File: config.mk
export PLATFORM = sky130hd
export DESIGN_NAME = damage_rect_accumulator_top
export DESIGN_NICKNAME = d
export VERILOG_FILES = /design/src/dra_pkg.sv /design/src/damage_rect_accumulator_top.sv
export SDC_FILE = /design/constraint.sdc
export NUM_CORES = 2
export LEC_CHECK = 0
export BUFFER_PORTS_ARGS = -buffer_cell sky130_fd_sc_hd__buf_2
export CAP_MARGIN = 20
export CORE_MARGIN = 4
export CORE_UTILIZATION = 30
export CTS_BUF_LIST = sky130_fd_sc_hd__clkbuf_16
export DETAILED_ROUTE_END_ITERATION = 8
export PLACE_DENSITY = 0.5
export SLEW_MARGIN = 10
export SYNTH_ARGS = -nofsm -noshare
export SYNTH_HDL_FRONTEND = slang
export SYNTH_SLANG_ARGS = --single-unit
File: constraint.sdc
create_clock -name clk_i -period 21.6 [get_ports clk_i]
set_clock_uncertainty 0.1 [all_clocks]
set_input_delay 5.4 -clock clk_i [delete_from_list [all_inputs] [get_ports clk_i]]
set_output_delay 5.4 -clock clk_i [all_outputs]
set_load 0.005 [all_outputs]
File: src/dra_pkg.sv
// Shared constants and types for the damage rectangle accumulator.
package dra_pkg;
  localparam int unsigned MaxRectsDefault = 8;
  typedef enum logic [1:0] {
    OP_CLEAR = 2'd0,
    OP_ADD   = 2'd1,
    OP_MARK  = 2'd2,
    OP_LIST  = 2'd3
  } opcode_e;
  typedef enum logic [1:0] {
    REG_VP_X = 2'd0,
    REG_VP_Y = 2'd1,
    REG_VP_W = 2'd2,
    REG_VP_H = 2'd3
  } reg_idx_e;
  // Stored rectangle: coordinates 16-bit signed, extents 17-bit unsigned.
  typedef struct packed {
    logic signed [15:0] x;
    logic signed [15:0] y;
    logic [16:0]        w;
    logic [16:0]        h;
  } rect_t;
  localparam logic [31:0] AreaMax = 32'hFFFF_FFFF;
endpackage

File: src/damage_rect_accumulator_top.sv
// Top level of the damage rectangle accumulator: sequencer, entry store and APB registers.
// Sequencing: clear and mark go straight to the bounds pass, an empty list answers directly; a
//   list reads each entry before its beat; the bounds pass reads every entry, then clips; add
//   scans entries (one shared 17x17 multiplier); if none contains it, commits; then bounds.
// Throughput: one item at a time; s_axis_tready is low until the last result beat is taken.
// Reset: rst_ni (async, low) clears count, flags, area, viewport and control; no store reset.
module damage_rect_accumulator_top import dra_pkg::*; #(
  parameter int unsigned MAX_RECTS = MaxRectsDefault
) (
  input  logic        clk_i,
  input  logic        rst_ni,
  input  logic        s_axis_tvalid,
  output logic        s_axis_tready,
  // tdata: opcode[1:0], rect_x[17:2], rect_y[33:18], rect_w[49:34], rect_h[65:50], zero
  input  logic [71:0] s_axis_tdata,
  output logic        m_axis_tvalid,
  input  logic        m_axis_tready,
  // tdata: out_x[15:0], out_y[31:16], out_w[48:32], out_h[65:49], all_damaged[66],
  //        rect_count[70:67], rect_valid[71]
  output logic [71:0] m_axis_tdata,
  output logic        m_axis_tlast,
  input  logic        psel,
  input  logic        penable,
  input  logic        pwrite,
  input  logic [3:0]  paddr,
  input  logic [31:0] pwdata,
  output logic [31:0] prdata,
  output logic        pready
);
  localparam int unsigned IdxW = (MAX_RECTS > 1) ? $clog2(MAX_RECTS) : 1;
  localparam int unsigned CntW = $clog2(MAX_RECTS + 1);

  typedef enum logic [4:0] {
    S_IDLE, S_SCAN_RD, S_SCAN_A, S_SCAN_B, S_SCAN_C, S_PICK, S_INSERT, S_MERGE_RD,
    S_MERGE, S_AREA, S_COLLAPSE, S_BOUNDS, S_BND_RD, S_BND, S_CLIP, S_LIST_RD, S_LIST,
    S_OUT
  } state_e;

  // viewport registers
  logic signed [15:0] vp_x_q, vp_y_q, vp_w_q, vp_h_q;
  assign pready = 1'b1;
  always_ff @(posedge clk_i or negedge rst_ni) begin
    if (!rst_ni) begin
      vp_x_q <= '0; vp_y_q <= '0; vp_w_q <= '0; vp_h_q <= '0;
    end else if (psel && penable && pwrite && pready) begin
      case (reg_idx_e'(paddr[3:2]))
        REG_VP_X: vp_x_q <= pwdata[15:0];
        REG_VP_Y: vp_y_q <= pwdata[15:0];
        REG_VP_W: vp_w_q <= pwdata[15:0];
        REG_VP_H: vp_h_q <= pwdata[15:0];
        default:  ;
      endcase
    end
  end
  always_comb begin
    case (reg_idx_e'(paddr[3:2]))
      REG_VP_X: prdata = {{16{vp_x_q[15]}}, vp_x_q};
      REG_VP_Y: prdata = {{16{vp_y_q[15]}}, vp_y_q};
      REG_VP_W: prdata = {{16{vp_w_q[15]}}, vp_w_q};
      REG_VP_H: prdata = {{16{vp_h_q[15]}}, vp_h_q};
      default:  prdata = '0;
    endcase
  end

  rect_t mem_q [MAX_RECTS];
  rect_t ent_q;            // registered read data
  logic [IdxW-1:0] rd_idx;
  logic            wr_en;
  logic [IdxW-1:0] wr_idx;
  rect_t           wr_data;
  always_ff @(posedge clk_i) begin
    if (wr_en) mem_q[wr_idx] <= wr_data;
    ent_q <= mem_q[rd_idx];
  end

  state_e state_q;
  logic signed [15:0] rx_q, ry_q;
  logic [16:0] rw_q, rh_q;          // positive once an add goes past the empty check
  logic [CntW-1:0] cnt_q, i_q;
  logic all_q;
  logic [31:0] area_q;
  // scan results
  logic [16:0] uw_q, uh_q;          // union extents for the current entry
  logic [33:0] ua_q, ea_q, ra_q;    // union, entry, new-rect areas
  logic zf_q, bv_q;                 // zero-waste entry seen, best entry valid
  logic [IdxW-1:0] zi_q, best_q;
  logic signed [36:0] zw_q, best_w_q, mw_q;
  // bounds accumulation (18-bit signed edges)
  logic signed [17:0] bx0_q, by0_q, bx1_q, by1_q;
  // output register
  logic ov_q, olast_q, ovalid_q;
  logic signed [15:0] ox_q, oy_q;
  logic [16:0] ow_q, oh_q;

  assign s_axis_tready = (state_q == S_IDLE);
  assign m_axis_tvalid = ov_q;
  assign m_axis_tlast  = olast_q;
  assign m_axis_tdata  = {ovalid_q, 4'(cnt_q), all_q, oh_q, ow_q, oy_q, ox_q};

  // union of current entry and new rect (adds and compares only)
  logic signed [17:0] e_r, e_b, n_r, n_b, u_x, u_y, u_r, u_b, uw_c, uh_c;
  always_comb begin
    e_r  = 18'(ent_q.x) + $signed({1'b0, ent_q.w});
    e_b  = 18'(ent_q.y) + $signed({1'b0, ent_q.h});
    n_r  = 18'(rx_q) + $signed({1'b0, rw_q});
    n_b  = 18'(ry_q) + $signed({1'b0, rh_q});
    u_x  = (ent_q.x < rx_q) ? 18'(ent_q.x) : 18'(rx_q);
    u_y  = (ent_q.y < ry_q) ? 18'(ent_q.y) : 18'(ry_q);
    u_r  = (e_r > n_r) ? e_r : n_r;
    u_b  = (e_b > n_b) ? e_b : n_b;
    uw_c = u_r - u_x;
    uh_c = u_b - u_y;
  end
  logic contains;
  assign contains = (rx_q >= ent_q.x) && (ry_q >= ent_q.y) && (n_r <= e_r) && (n_b <= e_b);

  logic [15:0] vwp, vhp;
  assign vwp = vp_w_q[15] ? 16'd0 : vp_w_q;
  assign vhp = vp_h_q[15] ? 16'd0 : vp_h_q;

  // the one multiplier: new rect on accept, entry and union during the scan,
  // viewport for the collapse test
  logic [16:0] ma, mb;
  logic [33:0] mp;
  always_comb begin
    case (state_q)
      S_IDLE:   begin ma = {1'b0, s_axis_tdata[49:34]}; mb = {1'b0, s_axis_tdata[65:50]}; end
      S_SCAN_A: begin ma = ent_q.w; mb = ent_q.h; end
      S_SCAN_B: begin ma = uw_q; mb = uh_q; end
      default:  begin ma = {1'b0, vwp}; mb = {1'b0, vhp}; end
    endcase
    mp = ma * mb;
  end

  // merge waste of the current entry
  logic signed [36:0] wst;
  assign wst = $signed({3'b0, ua_q}) - $signed({3'b0, ea_q}) - $signed({3'b0, ra_q});

  // area increment (waste + new area), saturating at AreaMax
  logic signed [37:0] inc, asum;
  logic [31:0] anext;
  always_comb begin
    inc  = 38'(mw_q) + $signed({4'b0, ra_q});
    asum = $signed({6'b0, area_q}) + inc;
    if (inc <= 38'sd0) anext = area_q;
    else if (asum > $signed({6'b0, AreaMax})) anext = AreaMax;
    else anext = asum[31:0];
  end

  logic collapse;
  assign collapse = (mp != '0) && ({1'b0, area_q, 1'b0} >= mp);

  // clip signals
  logic signed [17:0] vr, vb, cx0, cy0, cx1, cy1, cw, ch;
  always_comb begin
    vr  = 18'(vp_x_q) + 18'(vp_w_q);
    vb  = 18'(vp_y_q) + 18'(vp_h_q);
    cx0 = (bx0_q > 18'(vp_x_q)) ? bx0_q : 18'(vp_x_q);
    cy0 = (by0_q > 18'(vp_y_q)) ? by0_q : 18'(vp_y_q);
    cx1 = (vr < bx1_q) ? vr : bx1_q;
    cy1 = (vb < by1_q) ? vb : by1_q;
    cw  = cx1 - cx0;
    ch  = cy1 - cy0;
  end

  logic [CntW-1:0] nxt_i;
  assign nxt_i = i_q + CntW'(1);

  always_comb begin
    wr_en = 1'b0;
    wr_idx = i_q[IdxW-1:0];
    wr_data = '{x: u_x[15:0], y: u_y[15:0], w: uw_c[16:0], h: uh_c[16:0]};
    rd_idx = i_q[IdxW-1:0];
    if (state_q == S_INSERT) begin
      wr_en = 1'b1;
      wr_idx = cnt_q[IdxW-1:0];
      wr_data = '{x: rx_q, y: ry_q, w: rw_q, h: rh_q};
    end else if (state_q == S_MERGE) begin
      wr_en = 1'b1;
    end
  end

  // output beat load
  logic ld_en, ld_valid, ld_last;
  logic signed [15:0] ld_x, ld_y;
  logic [16:0] ld_w, ld_h;
  always_comb begin
    ld_en = 1'b0; ld_valid = 1'b0; ld_last = 1'b1;
    ld_x = '0; ld_y = '0; ld_w = '0; ld_h = '0;
    case (state_q)
      S_IDLE: ld_en = s_axis_tvalid && (opcode_e'(s_axis_tdata[1:0]) == OP_LIST) &&
                      (cnt_q == '0);
      S_BOUNDS: begin
        if (all_q) begin
          ld_en = 1'b1;
          ld_x = vp_x_q; ld_y = vp_y_q; ld_w = {1'b0, vwp}; ld_h = {1'b0, vhp};
          ld_valid = (vwp != '0) && (vhp != '0);
        end else if (cnt_q == '0) begin
          ld_en = 1'b1;
        end
      end
      S_CLIP: begin
        ld_en = 1'b1;
        if (cw > 18'sd0 && ch > 18'sd0) begin
          ld_x = cx0[15:0]; ld_y = cy0[15:0]; ld_w = cw[16:0]; ld_h = ch[16:0];
          ld_valid = 1'b1;
        end
      end
      S_LIST: begin
        ld_en = 1'b1;
        ld_x = ent_q.x; ld_y = ent_q.y; ld_w = ent_q.w; ld_h = ent_q.h;
        ld_valid = 1'b1;
        ld_last = (nxt_i == cnt_q);
      end
      default: ;
    endcase
  end

  always_ff @(posedge clk_i or negedge rst_ni) begin
    if (!rst_ni) begin
      state_q <= S_IDLE; cnt_q <= '0; i_q <= '0; all_q <= 1'b0; area_q <= '0;
      rx_q <= '0; ry_q <= '0; rw_q <= '0; rh_q <= '0;
      uw_q <= '0; uh_q <= '0; ua_q <= '0; ea_q <= '0; ra_q <= '0;
      zf_q <= 1'b0; bv_q <= 1'b0; zi_q <= '0; best_q <= '0;
      zw_q <= '0; best_w_q <= '0; mw_q <= '0;
      bx0_q <= '0; by0_q <= '0; bx1_q <= '0; by1_q <= '0;
      ov_q <= 1'b0; olast_q <= 1'b0; ovalid_q <= 1'b0;
      ox_q <= '0; oy_q <= '0; ow_q <= '0; oh_q <= '0;
    end else begin
      if (ld_en) begin
        ov_q <= 1'b1; olast_q <= ld_last; ovalid_q <= ld_valid;
        ox_q <= ld_x; oy_q <= ld_y; ow_q <= ld_w; oh_q <= ld_h;
      end else if (state_q == S_OUT && m_axis_tready) begin
        ov_q <= 1'b0;
      end

      case (state_q)
        S_IDLE: if (s_axis_tvalid) begin
          rx_q <= s_axis_tdata[17:2];
          ry_q <= s_axis_tdata[33:18];
          rw_q <= {1'b0, s_axis_tdata[49:34]};
          rh_q <= {1'b0, s_axis_tdata[65:50]};
          ra_q <= mp;
          i_q  <= '0;
          zf_q <= 1'b0;
          bv_q <= 1'b0;
          case (opcode_e'(s_axis_tdata[1:0]))
            OP_CLEAR: begin
              cnt_q <= '0; all_q <= 1'b0; area_q <= '0; state_q <= S_BOUNDS;
            end
            OP_MARK: begin all_q <= 1'b1; state_q <= S_BOUNDS; end
            OP_LIST: state_q <= (cnt_q == '0) ? S_OUT : S_LIST_RD;
            OP_ADD: begin
              // ignored when everything is damaged or the rectangle is empty
              if (all_q || s_axis_tdata[49] || s_axis_tdata[65] ||
                  s_axis_tdata[49:34] == 16'd0 || s_axis_tdata[65:50] == 16'd0)
                state_q <= S_BOUNDS;
              else if (cnt_q == '0) state_q <= S_PICK;
              else state_q <= S_SCAN_RD;
            end
            default: ;
          endcase
        end
        // one pass: containment, then merge waste of each entry
        S_SCAN_RD: state_q <= S_SCAN_A;
        S_SCAN_A: begin
          uw_q <= uw_c[16:0];
          uh_q <= uh_c[16:0];
          ea_q <= mp;
          state_q <= contains ? S_BOUNDS : S_SCAN_B;
        end
        S_SCAN_B: begin
          ua_q <= mp;
          state_q <= S_SCAN_C;
        end
        S_SCAN_C: begin
          if (!zf_q && wst <= 37'sd0) begin
            zf_q <= 1'b1; zi_q <= i_q[IdxW-1:0]; zw_q <= wst;
          end
          if (!bv_q || wst < best_w_q) begin
            bv_q <= 1'b1; best_q <= i_q[IdxW-1:0]; best_w_q <= wst;
          end
          if (nxt_i == cnt_q) state_q <= S_PICK;
          else begin
            i_q <= nxt_i; state_q <= S_SCAN_RD;
          end
        end
        // first zero-waste entry, else a free slot, else the least-waste entry
        S_PICK: begin
          if (zf_q) begin
            i_q <= CntW'(zi_q); mw_q <= zw_q; state_q <= S_MERGE_RD;
          end else if (cnt_q < CntW'(MAX_RECTS)) begin
            mw_q <= '0; state_q <= S_INSERT;
          end else begin
            i_q <= CntW'(best_q); mw_q <= best_w_q; state_q <= S_MERGE_RD;
          end
        end
        S_INSERT: begin
          cnt_q <= cnt_q + CntW'(1);
          state_q <= S_AREA;
        end
        S_MERGE_RD: state_q <= S_MERGE;
        S_MERGE: state_q <= S_AREA;
        S_AREA: begin
          area_q <= anext;
          state_q <= S_COLLAPSE;
        end
        S_COLLAPSE: begin
          if (collapse) begin
            all_q <= 1'b1; cnt_q <= '0;
          end
          state_q <= S_BOUNDS;
        end
        S_BOUNDS: begin
          if (all_q || cnt_q == '0) state_q <= S_OUT;
          else begin
            i_q <= '0;
            bx0_q <= 18'sh1ffff; by0_q <= 18'sh1ffff;
            bx1_q <= {1'b1, 17'd0}; by1_q <= {1'b1, 17'd0};
            state_q <= S_BND_RD;
          end
        end
        S_BND_RD: state_q <= S_BND;
        S_BND: begin
          bx0_q <= (18'(ent_q.x) < bx0_q) ? 18'(ent_q.x) : bx0_q;
          by0_q <= (18'(ent_q.y) < by0_q) ? 18'(ent_q.y) : by0_q;
          bx1_q <= (e_r > bx1_q) ? e_r : bx1_q;
          by1_q <= (e_b > by1_q) ? e_b : by1_q;
          if (nxt_i == cnt_q) state_q <= S_CLIP;
          else begin
            i_q <= nxt_i; state_q <= S_BND_RD;
          end
        end
        S_CLIP: state_q <= S_OUT;
        S_LIST_RD: state_q <= S_LIST;
        S_LIST: state_q <= S_OUT;
        S_OUT: if (m_axis_tready) begin
          if (olast_q) state_q <= S_IDLE;
          else begin
            i_q <= nxt_i; state_q <= S_LIST_RD;
          end
        end
        default: state_q <= S_IDLE;
      endcase
    end
  end
endmodule

---- Yosys cells after proc, flatten, opt, wreduce, memory -nomap -nowiden ----
Memory sizes are Yosys's and may differ from the RTL's. A register that Yosys moved wholly into a read port is not among the register bits.
Index checks and enable logic that the tools add are counted.
storage, ports and cells
  word-level logic and storage cells ...... 268
  RAM bits ................................ 528
  output and inout port bits .............. 108
  memories kept ........................... 1
  bits in latches ......................... 0
  bits in read-only memories .............. 0
  register bits after elaboration ......... 568
memory list
  memory  depth  width  read ports  clocked after Yosys merged registers in  write ports  RTL line                           RTL
  mem_q   8      66     1           1                                        1            damage_rect_accumulator_top.sv:65  rect_t mem_q [MAX_RECTS];
cells by class
  bitwise operators ....................... 0
  shift-type cells ........................ 0
  eq/ne operators ......................... 40
  div/mod/pow operators ................... 0
  reduce and logical (&&, ||, !) cells .... 58
  multiply operators ...................... 1
  add/subtract/negate cells ............... 16
  magnitude comparators ................... 24
  mux-type cells .......................... 92
operators by type and width
  kind                  number
  $pmux 17 s3           4
  $mux 18               10
  $pmux 18 s2           4
  $mux 32               4
  $pmux 32 s4           1
  $mux 17               6
  $pmux 16 s3           2
  $pmux 5 s16           1
  $mux 37               2
  $gt 18x18->1          4
  $mux 66               1
  $mux 16               4
  $pmux 32 s2           1
  $mux 15               4
  $mux 4                13
  $eq 5x4->1 const B    8
  $add 33x38->38        1
  $add 37x35->38        1
  $gt 38x33->1 const B  1
  $le 38x1->1 const B   1
  $add 16x17->18        2
  $add 16x18->18        2
  $gt 18x1->1 const B   2
  $gt 18x16->1          2
  other kinds (53)      150

---- Longest topological paths before layout ----
  depth in word-level cells ............... 8
  gate-level depth with buffers ........... 41
  mapped depth without buffers ............ 37

---- Least setup slack after synthesis ----
Ideal clock, no wire load.
  path kind ............................... in2reg
  start point ............................. input s_axis_tdata[61]
  end point ............................... register cnt_q[0]
  arrival time ............................ 13018 ps
  path slack .............................. 8417 ps
  cell stages on the path ................. 32
  required time ........................... 21435 ps
  cell sequence ........................... a22o_1 > a221oi_1 > nor2_1 > fa_1 > inv_1 > fa_1 > inv_1 > fa_1 > fa_1 > fa_1 > inv_1 > fa_1 > inv_1 > ha_1 > a21oi_1 > o21ai_0 > a21o_1 > a21o_1 > a41oi_1 > o21ai_0 > a2111oi_0 > nor2_1 > xnor2_1 > ha_1 > a211oi_1 > nand2_1 > o221ai_1 > nor3_1 > a211oi_1 > o21ai_1 > nand3_1 > mux2_2
on the way
  longest elaborated chain between the ends .. 6
ends and longest elaborated chain
  what                                                RTL line                            RTL
  start, declared                                     damage_rect_accumulator_top.sv:15   input logic [71:0] s_axis_tdata,
  $pmux 17 s3 *                                       damage_rect_accumulator_top.sv:126  case (state_q)
  $mul 17x17->34 *                                    damage_rect_accumulator_top.sv:132  mp = ma * mb;
  $ge 33x34->1 or $reduce_bool 34->1 (tied branches)  damage_rect_accumulator_top.sv:151  assign collapse = (mp != '0) && ({1'b0, area_q, 1'b0} >= mp);
  $logic_and 1x1->1 *                                 damage_rect_accumulator_top.sv:151
  $ne 2x2->1 (no line) *                              n/a
  $reduce_and 4->1 (no line) *                        n/a
  end signal, assigned                                damage_rect_accumulator_top.sv:299  cnt_q <= cnt_q + CntW'(1);
  end, declared                                       damage_rect_accumulator_top.sv:79   logic [CntW-1:0] cnt_q, i_q;
Every way passes the cells marked *; elsewhere a longest branch is shown, timed or not.
A chain may end at the register's enable or synchronous reset.

---- Worst setup path in the final report ----
  start point ............................. input s_axis_tdata[55]
  end point ............................... register cnt_q[0]
The elaborated chain is that of the path after synthesis.

==> impl_metrics.toml <==
[hold_path]
holdPathEnd = "ea_q[11]"
whs_path_depth = 2
hp-class = "register to register"
hp-start = "ea_q[11]"

[clocking]
clock-sinks = 1159
clock_latency_ns = 0.85
ctsResizeCount = 0
cts_made_buffers = 137
cts_tree = "built"
clk_path_buf_depth = 3
ctsHoldBuffers = 0
clk_pin_slew_ns = 0.07
clock-root-buffer = "clkbuf_16"
postCtsSetupBuffers = 0
htreeDepth = 4

[worst_setup_path]
slowest_delay_ns = 0.97
ff2ff_path_depth = 38
cp-start-kind = "primary input"
reg2reg_slack_ns = 8.82
cp.arrival_ns = 15.48
path_class = "primary input to register"
timing.critical_path.mode_cell = "fa_1"
reg2reg_to = "cnt_q[0]"
path_max_fanout = 16
reg2reg_from = "state_q[4]"
critPathSlowestCell = "a211oi_1"
cp.required_ns = 22.25
worst_setup_path_end_kind = "register"

[logic_synthesis]
syn-mean-instance-area_sq_um = 10.2
postSynthNetCount = 8708
ys_async_sr_fraction_pct = 48.7
synth_top_area_cell = "edfxtp_1"
synth_top_area_share_pct = 20.2
ys_warn_count = 0
ys_seq_area_share_pct = 40.0
syn-cell-area_sq_um = 78400
synth_flop_cell = "dfrtp_1"
yosysUniqueCellTypes = 116
netlist_instances = 7673
synth-edff-count = 528
ys_ff_latch = 1159
synth_area_leaders = "edfxtp_1, dfrtp_1, ha_1"

[route]
drtAntennaViolNets = 0
post_drt_wl_per_cell_um = 23.9
drt_iter0_drc = 5179
firstDrtPassIters = 7
drc = 0
routed_via_density = 5.27
drt-total-wl_um = 272000
num_vias = 59800

[finish]
final_common_cell = "nand2_1"
final_cell_mix = "nand2_1, inv_1, ha_1"
layout.nets = 8858
drive_above_1_share_pct = 12.9
fill_cells = 26300
areaGrowthSynthToFinish_pct = 12.5

[timing]
finalSetupViolCount = 0
drv_slew = 0
setup_tns_ns = 0
max_slew_margin_pct = 19.2
finalHoldViolCount = 0
clock.fmax_ghz = 0.0674
max_slew.worst_pin.slew_ns = 1.21
min_period_over_period_pct = 68.7
min_period_ns = 14.83
rsz0062_at_grt = "no"

[placement]
port_buffers = 197
gp_congestion = 0.936
place_hpwl_um = 209000

[floorplanning]
rows = 187
dieHeight_um = 519
start_util_pct = 30.2
io_pins = 223
core_sq_um = 260000
die_area_sq_um = 269000
die_x_um = 519

[grt]
grt_max_degree = 132
grt_pass1_wl_um = 400000
antenna_found_initial = 29
grt_pass1_vias = 59200
grt_usage_pct = 19.7
gr-total-overflow = 0

[run]
cap_violations = 0

[outcome]
status = "completed"
synthesized netlist by cell type, types with 167 or more instances:
cell,count
nor2_1,529
dfrtp_1,565
inv_1,693
clkbuf_1,234
a21oi_1,517
nand2_1,1002
fa_1,238
edfxtp_1,528
xnor2_1,192
a21o_1,167
mux2_2,196
ha_1,682
o21ai_0,445
critical path: cells and delay by family:
| kind | cells | cell delay, ns |
|---|---|---|
| compound gates | 13 | 4.21 |
| xor+xnor | 1 | 0.14 |
| fa+ha+maj | 8 | 3.70 |
| buf+inv | 7 | 0.82 |
| mux | 1 | 0.22 |
| simple gates | 6 | 0.95 |
registers in the layout (all words and copies together), names as in the netlist, 17 cells and up:
register,cells
by0_q,17
uh_q,17
ua_q,34
ra_q,34
bx1_q,18
mw_q,36
ea_q,34
zw_q,36
by1_q,18
area_q,32
uw_q,17
mem_q,528
oh_q,17
best_w_q,36
ent_q,66
ow_q,17
bx0_q,17
routing by layer:
layer,track usage (%),share of wire (%),routed length [um],vias up
li1,-,-,-,27700
met1,25.9,43,117000,29900
met2,31.6,46,124000,1793
met3,2.94,5.6,15300,471
met4,9.56,5.8,15700,2
met5,0,0.0048,13,-
per-stage QoR:
stage | std cells | worst slack (ns) | hold WS, ns | cell area [sq um] | utilization [%]
floorplan | 7673 | 8.42 | 0.346 | 78400 | -
global placement | 11100 | 5.98 | 0.361 | 83400 | 32.1
detailed placement | 11100 | 5.99 | 0.367 | 83400 | 32.1
CTS | 11300 | 6.85 | 0.380 | 88100 | 33.9
global route | 11300 | 6.33 | 0.396 | 88100 | 33.9
finish | 11400 | 6.77 | 0.376 | 88200 | 33.9
cells by family (layout without fill, tap and decap cells):
kind of cell             after synthesis  count (layout)  synth area share (%)
AO/OA/AOI/OAI                       1782            1782                  14.8
XOR/XNOR                             284             284                  3.21
adder cells (fa/ha/maj)              920             920                  17.0
buffers and inverters               1021            1287                  5.25
flip-flops                          1159            1159                  40.0
multiplexers                         415             415                  8.10
other                                  1              19               0.00479
AND/OR/NAND/NOR                     2091            2091                  11.7
final cells by class:
class | instances | area, sq um | share of cell area (%)
inverter | 694 | 2610 | 2.95
timing repair buffer | 338 | 2090 | 2.37
sequential | 1159 | 31300 | 35.5
tap | 3402 | 4260 | 4.83
clock inverter | 118 | 1260 | 1.43
multi-input combinational | 5493 | 43100 | 48.9
clock buffer | 137 | 3430 | 3.89
antenna | 18 | 45.0 | 0.0511
worst max path at each step:
stage,cells past startpoint,slack (ns),end,from
floorplan,32,8.42,cnt_q[0],s_axis_tdata[61]
global placement,34,5.98,cnt_q[0],s_axis_tdata[42]
detailed placement,36,5.99,cnt_q[0],s_axis_tdata[58]
CTS,36,6.85,cnt_q[0],s_axis_tdata[58]
global route,36,6.33,cnt_q[0],s_axis_tdata[58]
finish,36,6.77,cnt_q[0],s_axis_tdata[55]
Power is left out: the tool's default activity adds up to more than one toggle a clock period on the data nets, which glitch-free logic cannot reach.
